==> config.mk <==
export PLATFORM = sky130hd
export DESIGN_NAME = green_gauss_cell_gradient
export DESIGN_NICKNAME = d
export VERILOG_FILES = /design/src/rtl/ggcg_pkg.sv /design/src/rtl/ggcg_front.sv /design/src/rtl/ggcg_fifo.sv /design/src/rtl/ggcg_back.sv /design/src/rtl/green_gauss_cell_gradient.sv
export SDC_FILE = /design/constraint.sdc
export NUM_CORES = 2
export LEC_CHECK = 0
export BUFFER_PORTS_ARGS = -buffer_cell sky130_fd_sc_hd__buf_2
export CAP_MARGIN = 25
export CORE_AREA = 2 2 362 364
export CTS_BUF_LIST = sky130_fd_sc_hd__clkbuf_8
export DETAILED_ROUTE_END_ITERATION = 8
export DIE_AREA = 0 0 364 366
export GPL_TIMING_DRIVEN = 0
export PLACE_DENSITY = 0.77
export SYNTH_ARGS = -nofsm -noshare
export SYNTH_HDL_FRONTEND = slang
export SYNTH_HIERARCHICAL = 1
export SYNTH_SLANG_ARGS = --single-unit
==> constraint.sdc <==
create_clock -name clk_i -period 10.9 [get_ports clk_i]
set_clock_uncertainty 0.05 [all_clocks]
set_input_delay 1.09 -clock clk_i [delete_from_list [all_inputs] [get_ports clk_i]]
set_output_delay 1.09 -clock clk_i [all_outputs]
set_load 0.1 [all_outputs]
==> src/rtl/ggcg_pkg.sv <==
`timescale 1ns / 1ps
package ggcg_pkg;

  localparam int FRAC_BITS_DEF = 16;

  // one face after classification in the front part
  typedef struct packed {
    logic [32:0] smag;   // |cell_value + other_value|
    logic        s_neg;
    logic [31:0] area;
    logic [31:0] nxm;
    logic        nx_neg;
    logic [31:0] nym;
    logic        ny_neg;
    logic [31:0] vol;
    logic        last;
  } face_t;

  typedef enum logic [3:0] {
    BK_IDLE,
    BK_SQX,
    BK_SQY,
    BK_ROOT,
    BK_DIVX,
    BK_DIVY,
    BK_MULP,
    BK_MULX,
    BK_MULY,
    BK_FINX,
    BK_FINY,
    BK_OUT
  } bk_state_e;

  localparam logic [1:0] STAT_OK   = 2'd0;
  localparam logic [1:0] STAT_SAT  = 2'd1;
  localparam logic [1:0] STAT_ZVOL = 2'd2;

endpackage

==> src/rtl/ggcg_front.sv <==
`timescale 1ns / 1ps
module ggcg_front (
  input  logic                  clk_i,
  input  logic                  rst_ni,
  input  logic                  in_valid_i,
  output logic                  in_ready_o,
  input  logic [191:0]          in_data_i,
  input  logic                  in_last_i,
  output logic                  push_o,
  input  logic                  push_ready_i,
  output ggcg_pkg::face_t       face_o
);

  logic            hold_q, hold_d;
  ggcg_pkg::face_t face_q, face_d;
  logic [32:0]     s;
  logic [31:0]     nx, ny;

  assign push_o     = hold_q && push_ready_i;
  assign in_ready_o = !hold_q || push_ready_i;
  assign face_o     = face_q;

  always_comb begin
    nx = in_data_i[127:96];
    ny = in_data_i[159:128];
    s  = {in_data_i[31], in_data_i[31:0]} + {in_data_i[63], in_data_i[63:32]};
    face_d        = face_q;
    face_d.smag   = s[32] ? (33'd0 - s) : s;
    face_d.s_neg  = s[32];
    face_d.area   = in_data_i[95:64];
    face_d.nxm    = nx[31] ? (32'd0 - nx) : nx;
    face_d.nx_neg = nx[31];
    face_d.nym    = ny[31] ? (32'd0 - ny) : ny;
    face_d.ny_neg = ny[31];
    face_d.vol    = in_data_i[191:160];
    face_d.last   = in_last_i;
    hold_d = hold_q;
    if (push_o) hold_d = 1'b0;
    if (in_valid_i && in_ready_o) hold_d = 1'b1;
  end

  always_ff @(posedge clk_i or negedge rst_ni) begin
    if (!rst_ni) begin
      hold_q <= 1'b0;
    end else begin
      hold_q <= hold_d;
    end
  end

  always_ff @(posedge clk_i) begin
    if (in_valid_i && in_ready_o) begin
      face_q <= face_d;
    end
  end

endmodule

==> src/rtl/ggcg_fifo.sv <==
`timescale 1ns / 1ps
module ggcg_fifo (
  input  logic            clk_i,
  input  logic            rst_ni,
  input  logic            push_i,
  input  ggcg_pkg::face_t wdata_i,
  output logic            ready_o,
  output logic            valid_o,
  input  logic            pop_i,
  output ggcg_pkg::face_t rdata_o
);

  ggcg_pkg::face_t mem_q [2];
  logic            wptr_q, wptr_d, rptr_q, rptr_d;
  logic [1:0]      cnt_q, cnt_d;

  assign ready_o = (cnt_q != 2'd2);
  assign valid_o = (cnt_q != 2'd0);
  assign rdata_o = mem_q[rptr_q];

  always_comb begin
    wptr_d = push_i ? ~wptr_q : wptr_q;
    rptr_d = pop_i ? ~rptr_q : rptr_q;
    cnt_d  = cnt_q + {1'b0, push_i} - {1'b0, pop_i};
  end

  always_ff @(posedge clk_i or negedge rst_ni) begin
    if (!rst_ni) begin
      wptr_q <= 1'b0;
      rptr_q <= 1'b0;
      cnt_q  <= 2'd0;
    end else begin
      wptr_q <= wptr_d;
      rptr_q <= rptr_d;
      cnt_q  <= cnt_d;
    end
  end

  always_ff @(posedge clk_i) begin
    if (push_i) begin
      mem_q[wptr_q] <= wdata_i;
    end
  end

endmodule

==> src/rtl/ggcg_back.sv <==
`timescale 1ns / 1ps
module ggcg_back #(
  parameter int FRAC_BITS = ggcg_pkg::FRAC_BITS_DEF
) (
  input  logic            clk_i,
  input  logic            rst_ni,
  input  logic            face_valid_i,
  input  ggcg_pkg::face_t face_i,
  output logic            pop_o,
  output logic            out_valid_o,
  input  logic            out_ready_i,
  output logic [31:0]     grad_x_o,
  output logic [31:0]     grad_y_o,
  output logic [1:0]      status_o
);

  localparam int          SH    = 32 - FRAC_BITS;
  localparam logic [5:0]  STEPS = 6'd32;

  ggcg_pkg::bk_state_e state_q, state_d, after_face;
  logic [5:0]          cnt_q, cnt_d;
  logic                out_valid_q, out_valid_d;
  logic signed [63:0]  sum_x_q, sum_x_d, sum_y_q, sum_y_d;

  ggcg_pkg::face_t ent_q, ent_d;
  logic [63:0] acc_q, acc_d, mcand_q, mcand_d, pm_q, pm_d;
  logic [31:0] mplier_q, mplier_d;
  logic [33:0] rem_q, rem_d;
  logic [31:0] root_q, root_d;
  logic [32:0] drem_q, drem_d;
  logic [31:0] dlow_q, dlow_d, quot_q, quot_d, den_q, den_d, ux_q, ux_d;
  logic [63:0] tx_q, tx_d;
  logic [31:0] gx_q, gx_d, gy_q, gy_d;
  logic        sat_q, sat_d, ovf_q, ovf_d;
  logic [31:0] ogx_q, ogx_d, ogy_q, ogy_d;
  logic [1:0]  ost_q, ost_d;

  logic [63:0] mul_n, fsum_mag, fsum_hi, ty;
  logic [35:0] rt_r, rt_t;
  logic        rt_ge, div_ge, last_step, fsum_neg;
  logic [32:0] div_t, fin_r;
  logic [31:0] root_n, quot_n;

  function automatic logic [63:0] sat_add(input logic [63:0] a, input logic [63:0] b);
    logic [63:0] r;
    r = a + b;
    if (a[63] == b[63] && r[63] != a[63]) begin
      return a[63] ? 64'h8000_0000_0000_0000 : 64'h7FFF_FFFF_FFFF_FFFF;
    end
    return r;
  endfunction

  function automatic logic [32:0] fin(input logic [31:0] q, input logic neg, input logic ovf);
    logic [31:0] lim, qq;
    logic        s;
    lim = neg ? 32'h8000_0000 : 32'h7FFF_FFFF;
    s   = ovf || (q > lim);
    qq  = s ? lim : q;
    return {s, neg ? (32'd0 - qq) : qq};
  endfunction

  assign pop_o       = (state_q == ggcg_pkg::BK_IDLE) && face_valid_i;
  assign out_valid_o = out_valid_q;
  assign grad_x_o    = ogx_q;
  assign grad_y_o    = ogy_q;
  assign status_o    = ost_q;

  always_comb begin
    // shared serial units, one bit per cycle
    mul_n  = mplier_q[0] ? (acc_q + mcand_q) : acc_q;
    rt_r   = {rem_q, acc_q[63:62]};
    rt_t   = {2'b00, root_q, 2'b01};
    rt_ge  = (rt_r >= rt_t);
    root_n = {root_q[30:0], rt_ge};
    div_t  = {drem_q[31:0], dlow_q[31]};
    div_ge = (div_t >= {1'b0, den_q});
    quot_n = {quot_q[30:0], div_ge};

    fsum_neg = (state_q == ggcg_pkg::BK_FINY) ? sum_y_q[63] : sum_x_q[63];
    fsum_mag = (state_q == ggcg_pkg::BK_FINY) ?
               (sum_y_q[63] ? (64'd0 - sum_y_q) : sum_y_q) :
               (sum_x_q[63] ? (64'd0 - sum_x_q) : sum_x_q);
    fsum_hi  = fsum_mag >> SH;
    fin_r    = fin(quot_n, fsum_neg, ovf_q);
    ty       = (ent_q.s_neg ^ ent_q.ny_neg) ? (64'd0 - (mul_n >> FRAC_BITS))
                                            : (mul_n >> FRAC_BITS);

    if (!ent_q.last) after_face = ggcg_pkg::BK_IDLE;
    else if (ent_q.vol == 32'd0) after_face = ggcg_pkg::BK_OUT;
    else after_face = ggcg_pkg::BK_FINX;

    last_step = (cnt_q == STEPS);
    state_d = state_q;
    if (state_q == ggcg_pkg::BK_IDLE || state_q == ggcg_pkg::BK_OUT || last_step) begin
      cnt_d = 6'd0;
    end else begin
      cnt_d = cnt_q + 6'd1;
    end
    out_valid_d = out_valid_q;
    if (out_valid_q && out_ready_i) out_valid_d = 1'b0;
    sum_x_d = sum_x_q;  sum_y_d = sum_y_q;
    ent_d = ent_q;      acc_d = acc_q;     mcand_d = mcand_q;  mplier_d = mplier_q;
    rem_d = rem_q;      root_d = root_q;   drem_d = drem_q;    dlow_d = dlow_q;
    quot_d = quot_q;    den_d = den_q;     ux_d = ux_q;        pm_d = pm_q;
    tx_d = tx_q;        gx_d = gx_q;       gy_d = gy_q;        sat_d = sat_q;
    ovf_d = ovf_q;      ogx_d = ogx_q;     ogy_d = ogy_q;      ost_d = ost_q;

    case (state_q)
      ggcg_pkg::BK_IDLE: begin
        if (face_valid_i) begin
          ent_d   = face_i;
          state_d = ggcg_pkg::BK_SQX;
        end
      end
      ggcg_pkg::BK_SQX, ggcg_pkg::BK_SQY, ggcg_pkg::BK_MULP,
      ggcg_pkg::BK_MULX, ggcg_pkg::BK_MULY: begin
        if (cnt_q == 6'd0) begin
          case (state_q)
            ggcg_pkg::BK_SQX: begin
              acc_d = 64'd0; mcand_d = {32'd0, ent_q.nxm}; mplier_d = ent_q.nxm;
            end
            ggcg_pkg::BK_SQY: begin
              mcand_d = {32'd0, ent_q.nym}; mplier_d = ent_q.nym;
            end
            ggcg_pkg::BK_MULP: begin
              acc_d = 64'd0; mcand_d = {31'd0, ent_q.smag}; mplier_d = ent_q.area;
            end
            ggcg_pkg::BK_MULX: begin
              acc_d = 64'd0; mcand_d = pm_q; mplier_d = ux_q;
            end
            default: begin
              acc_d = 64'd0; mcand_d = pm_q; mplier_d = quot_q;
            end
          endcase
        end else begin
          acc_d    = mul_n;
          mcand_d  = mcand_q << 1;
          mplier_d = mplier_q >> 1;
          if (last_step) begin
            case (state_q)
              ggcg_pkg::BK_SQX: state_d = ggcg_pkg::BK_SQY;
              ggcg_pkg::BK_SQY: state_d = ggcg_pkg::BK_ROOT;
              ggcg_pkg::BK_MULP: begin
                pm_d    = mul_n >> (FRAC_BITS + 1);
                state_d = ggcg_pkg::BK_MULX;
              end
              ggcg_pkg::BK_MULX: begin
                tx_d    = (ent_q.s_neg ^ ent_q.nx_neg) ? (64'd0 - (mul_n >> FRAC_BITS))
                                                       : (mul_n >> FRAC_BITS);
                state_d = ggcg_pkg::BK_MULY;
              end
              default: begin
                sum_x_d = sat_add(sum_x_q, tx_q);
                sum_y_d = sat_add(sum_y_q, ty);
                state_d = after_face;
              end
            endcase
          end
        end
      end
      ggcg_pkg::BK_ROOT: begin
        // radicand sits in acc, two bits consumed per step
        if (cnt_q == 6'd0) begin
          rem_d  = 34'd0;
          root_d = 32'd0;
        end else begin
          acc_d  = acc_q << 2;
          rem_d  = rt_ge ? 34'(rt_r - rt_t) : rt_r[33:0];
          root_d = root_n;
          if (last_step) begin
            den_d   = root_n;
            state_d = (root_n == 32'd0) ? after_face : ggcg_pkg::BK_DIVX;
          end
        end
      end
      ggcg_pkg::BK_DIVX, ggcg_pkg::BK_DIVY, ggcg_pkg::BK_FINX, ggcg_pkg::BK_FINY: begin
        if (cnt_q == 6'd0) begin
          case (state_q)
            ggcg_pkg::BK_DIVX: begin
              drem_d = 33'(ent_q.nxm >> SH);
              dlow_d = 32'(ent_q.nxm << FRAC_BITS);
            end
            ggcg_pkg::BK_DIVY: begin
              drem_d = 33'(ent_q.nym >> SH);
              dlow_d = 32'(ent_q.nym << FRAC_BITS);
            end
            default: begin
              // quotient would not fit 32 bits when high part reaches the volume
              drem_d = fsum_hi[32:0];
              dlow_d = 32'(fsum_mag << FRAC_BITS);
              den_d  = ent_q.vol;
              ovf_d  = (fsum_hi >= {32'd0, ent_q.vol});
            end
          endcase
        end else begin
          drem_d = div_ge ? (div_t - {1'b0, den_q}) : div_t;
          dlow_d = dlow_q << 1;
          quot_d = quot_n;
          if (last_step) begin
            case (state_q)
              ggcg_pkg::BK_DIVX: begin
                ux_d    = quot_n;
                state_d = ggcg_pkg::BK_DIVY;
              end
              ggcg_pkg::BK_DIVY: state_d = ggcg_pkg::BK_MULP;
              ggcg_pkg::BK_FINX: begin
                gx_d    = fin_r[31:0];
                sat_d   = fin_r[32];
                state_d = ggcg_pkg::BK_FINY;
              end
              default: begin
                gy_d    = fin_r[31:0];
                sat_d   = sat_q | fin_r[32];
                state_d = ggcg_pkg::BK_OUT;
              end
            endcase
          end
        end
      end
      ggcg_pkg::BK_OUT: begin
        if (!out_valid_q || out_ready_i) begin
          out_valid_d = 1'b1;
          if (ent_q.vol == 32'd0) begin
            ogx_d = 32'd0;
            ogy_d = 32'd0;
            ost_d = ggcg_pkg::STAT_ZVOL;
          end else begin
            ogx_d = gx_q;
            ogy_d = gy_q;
            ost_d = sat_q ? ggcg_pkg::STAT_SAT : ggcg_pkg::STAT_OK;
          end
          sum_x_d = 64'sd0;
          sum_y_d = 64'sd0;
          state_d = ggcg_pkg::BK_IDLE;
        end
      end
      default: state_d = ggcg_pkg::BK_IDLE;
    endcase
  end

  always_ff @(posedge clk_i or negedge rst_ni) begin
    if (!rst_ni) begin
      state_q     <= ggcg_pkg::BK_IDLE;
      cnt_q       <= 6'd0;
      out_valid_q <= 1'b0;
      sum_x_q     <= 64'sd0;
      sum_y_q     <= 64'sd0;
    end else begin
      state_q     <= state_d;
      cnt_q       <= cnt_d;
      out_valid_q <= out_valid_d;
      sum_x_q     <= sum_x_d;
      sum_y_q     <= sum_y_d;
    end
  end

  always_ff @(posedge clk_i) begin
    ent_q <= ent_d;   acc_q <= acc_d;     mcand_q <= mcand_d; mplier_q <= mplier_d;
    rem_q <= rem_d;   root_q <= root_d;   drem_q <= drem_d;   dlow_q <= dlow_d;
    quot_q <= quot_d; den_q <= den_d;     ux_q <= ux_d;       pm_q <= pm_d;
    tx_q <= tx_d;     gx_q <= gx_d;       gy_q <= gy_d;       sat_q <= sat_d;
    ovf_q <= ovf_d;   ogx_q <= ogx_d;     ogy_q <= ogy_d;     ost_q <= ost_d;
  end

endmodule

==> src/rtl/green_gauss_cell_gradient.sv <==
`timescale 1ns / 1ps
// 2-D Green-Gauss cell gradient.
// Slave stream: one transfer per cell face; tlast marks the last face of a cell.
// Master stream: one transfer per cell, sent after its last face.
// A face runs through a serial back end that shares one shift-add multiplier,
// one restoring divider and one square-root unit, each retiring one bit per cycle.
// A zero-length normal skips the divides and multiplies; the last face adds the two
// volume divides, skipped for a zero volume, and the output load.
// A register stage and a two-entry queue sit in front, so up to three further
// faces are taken while the back end works.
// The result sits in an output register; the back end goes on only when a
// stalled result has been taken, and the front keeps taking faces until the
// queue and its register stage are full.
// Reset clears the running sums, the queue and the output valid.
module green_gauss_cell_gradient #(
  parameter int FRAC_BITS = ggcg_pkg::FRAC_BITS_DEF
) (
  input  logic         clk_i,
  input  logic         rst_ni,
  input  logic         s_axis_tvalid,
  output logic         s_axis_tready,
  // cell_value, other_value, face_area, normal_x, normal_y, cell_volume
  input  logic [191:0] s_axis_tdata,
  input  logic         s_axis_tlast,   // last_face
  output logic         m_axis_tvalid,
  input  logic         m_axis_tready,
  // grad_x, grad_y, status, zero pad
  output logic [71:0]  m_axis_tdata
);

  ggcg_pkg::face_t front_face, q_face;
  logic            push, push_ready, q_valid, pop;
  logic [31:0]     gx, gy;
  logic [1:0]      st;

  ggcg_front u_front (
    .clk_i        (clk_i),
    .rst_ni       (rst_ni),
    .in_valid_i   (s_axis_tvalid),
    .in_ready_o   (s_axis_tready),
    .in_data_i    (s_axis_tdata),
    .in_last_i    (s_axis_tlast),
    .push_o       (push),
    .push_ready_i (push_ready),
    .face_o       (front_face)
  );

  ggcg_fifo u_fifo (
    .clk_i   (clk_i),
    .rst_ni  (rst_ni),
    .push_i  (push),
    .wdata_i (front_face),
    .ready_o (push_ready),
    .valid_o (q_valid),
    .pop_i   (pop),
    .rdata_o (q_face)
  );

  ggcg_back #(
    .FRAC_BITS (FRAC_BITS)
  ) u_back (
    .clk_i        (clk_i),
    .rst_ni       (rst_ni),
    .face_valid_i (q_valid),
    .face_i       (q_face),
    .pop_o        (pop),
    .out_valid_o  (m_axis_tvalid),
    .out_ready_i  (m_axis_tready),
    .grad_x_o     (gx),
    .grad_y_o     (gy),
    .status_o     (st)
  );

  assign m_axis_tdata = {6'd0, st, gy, gx};

endmodule

==> results.toml <==
[status]
status = "finished clean"

[yosys]
yosys.area.top_type = "edfxtp_1"
synth.avg_cell_area_um2 = 11.1
synth-edff-count = 1258
synth_common_cells = "edfxtp_1, nand2_1, o21ai_0"
synth_cell_types = 116
async_flop_share = 0.103
yosys_warnings = 6
ys_seq_elements = 1402
ys_seq_area_frac = 0.535
syn_area_um2 = 77300
yosys.area.top_type_share = 0.489
synth_cells = 6956
yosysMostFrequentCell = "edfxtp_1"
synthTopCellsByArea = "edfxtp_1, ha_1, dfrtp_1"
synthFlopType = "edfxtp_1"

[timing]
finalHoldViolCount = 0
slew_headroom = 0.227
setup_violations = 0
rsz0062_at_grt = "no"
slew_violations = 0
fin_setup_tns_ns = 0
whs_ns = 0.237
worst_pin_slew_ns = 1.16
period_share = 0.953
fmax_ghz = 0.0963
finalWorstSetupSlack_ns = 0.512
period_needed_ns = 10.39

[place]
place_inst = 9012
dpl.hpwl_um = 180000
dp_slack_ns = -0.247
portBuffers = 264
placed_area_um2 = 81700
gp_congestion = 1.01

[clock_network]
cts_tree = "done"
numCtsBuffers = 222
h-tree-depth = 4
clock_sinks = 1402
worst_skew_pair.late_latency_ns = 1.01
clock_path_buffers = 3
clkTransAtPathRegs_ns = 0.07
cts-root-buf = "clkbuf_8"

[power_and_ir_drop]
ir_worst_vdd_uv = 255
p_per_area_nw_per_um2 = 140
p_leak_uw = 0.0337

[critical_path]
cp_slowest_cell = "o21ai_0"
cpPeakStageDelay_ns = 0.60
path_common_cell = "buf_2"
cp-start-kind = "flip-flop"
crit_type = "flip-flop to flip-flop"
setup.worst_path.end_class = "flip-flop"
cp_data_required_time_ns = 11.69
arrival_ns = 11.18
crit_fanout = 19

[global_routing]
grt_pass1_wl_um = 351000
grt_pass1_vias = 57099
antenna_found_initial = 23
grt_overflow = 0
grt_max_degree = 90
grt_use_total = 0.350

[floorplanning]
design.die.area_um2 = 133000
coreArea_um2 = 129000
row_count = 132
die_w_um = 364
fp.dieH_um = 366
start_util = 0.599
pin_count = 271

[layout]
drive_above_1_share = 0.126
nNetsFinal = 8068
fin_cells = 9450
area_delta_synth_final_pct = 11.7
design_area_um2 = 86400

[route]
vias = 59966
via_per_inst = 6.35
dr_wl_met3_um = 23800
drt-initial-drc-count = 7540
drt-pass1-iter-count = 9
top_layer = "met5"
drc = 0
wl_met2_um = 105000
wl_per_cell_um = 24.9
drtAntennaViolNets = 0
routed_wl_um = 236000
wl_met1_um = 96000

[run]
maxCapViolCount = 0

[worst_hold_path]
min_path_type = "input port to flip-flop"
[final timing paths]
check                      cells past startpoint  slack [ns]             endpoint          startpoint
setup / recovery                              31        0.51   u_back/sum_y_q[59]  u_back/mplier_q[0]
hold / removal                                 1        0.24   u_front/face_o[28]   s_axis_tdata[187]
setup reg to reg                              31        0.51   u_back/sum_y_q[59]  u_back/mplier_q[0]
hold reg to reg                                0        0.37  u_fifo/mem_q[1][62]  u_front/face_o[62]
max in group asynchronous                      3        9.23   u_back/sum_y_q[26]              rst_ni
min in group asynchronous                      2        0.58   u_back/sum_x_q[54]              rst_ni
[cells in the final DEF, fill, tap and decap left out, types with 46 or more instances in the layout]
cell      Yosys  layout
or3_1        75      75
o21ai_0     500     500
o21a_1       47      47
a21o_1      154     153
edfxtp_1   1258    1258
xnor2_1     355     355
clkinv_1      2      46
a21oi_1     456     456
nand2b_1     71      71
a22o_1       60      60
nand2_1     727     726
a31oi_1      67      67
nor2b_1     122     121
a221oi_1     65      65
buf_2        18     285
ha_1        364     364
nor3_1      117     114
a221o_1      81      81
clkbuf_1    244     240
nor4_1       52      52
clkbuf_8      0     232
xor2_1      168     168
nand4_1      75      75
nand3_1     135     135
nor2_1      444     439
dfrtp_1     144     144
o31ai_1      77      76
inv_1       234     306
mux2_2      172     172
[layout make-up]
type | count | area, µm²
fillers | 9822 | 42600
flip-flops and latches | 1402 | 41400
multi-input cells | 5007 | 33700
clock buffers | 231 | 3180
well taps | 1742 | 2180
repair buffers | 318 | 2170
plain buffers | 314 | 1430
clock inverters | 187 | 1390
inverters | 237 | 890
diodes | 12 | 30.0
[worst max-delay path: cells and delay by family (launching register included)]
| family | cells | cell delay [ns] |
|---|---|---|
| XOR/XNOR | 1 | 0.13 |
| AND/OR/NAND/NOR | 9 | 2.75 |
| AO/OA/AOI/OAI | 11 | 3.23 |
| buffers and inverters | 8 | 2.92 |
| flip-flops | 1 | 0.55 |
| adder cells (fa/ha/maj) | 2 | 0.53 |
[flip-flops by register name (all words and copies together), names as in the netlist, 34 cells and up]
signal and cells:
u_fifo/mem_q 330, u_back/ent_q 165, u_front/face_o 165, u_back/acc_q 64, u_back/mcand_q 64, u_back/sum_x_q 64
u_back/sum_y_q 64, u_back/tx_q 49, u_back/pm_q 47, u_back/rem_q 34
[cells by family after synthesis]
| kind of cell | count (synthesis) | synth area share |
|---|---|---|
| flops | 1402 | 0.535 |
| simple gates | 2038 | 0.126 |
| other cells | 1 | 0.0000485 |
| buf+inv | 552 | 0.0299 |
| fa+ha+maj | 369 | 0.0602 |
| mux | 206 | 0.0296 |
| xor+xnor | 525 | 0.0598 |
| compound gates | 1863 | 0.159 |
[per-layer routing]
| layer | vias to the layer above | GRT usage |
|---|---|---|
| li1 | 27258 | - |
| met1 | 29135 | 0.483 |
| met2 | 3035 | 0.530 |
| met3 | 522 | 0.0801 |
| met4 | 16 | 0.153 |
| met5 | - | 0 |
[per-stage QoR]
stage,total power [µW],utilization
3_3_place_gp,7710,0.627
2_1_floorplan,7380,-
6_report,12100,0.670
5_1_grt,12500,0.670
4_1_cts,12200,0.669
3_5_place_dp,7660,0.633
[what timing repair did]
item                       in CTS  in global routing
setup endpoints to repair      62                 62
buffers inserted                0                  0
gates resized for setup         2                  0
pin swaps                       0                  0
hold buffers                    1                  0
hold endpoints to repair       35                  0
[power by group]
group / total (µW) / internal, µW / switching, µW
logic: 885 / 325 / 560
clock network: 4540 / 2330 / 2220
registers: 6680 / 6530 / 147
No activity file was read; power rests on OpenSTA's default activity.
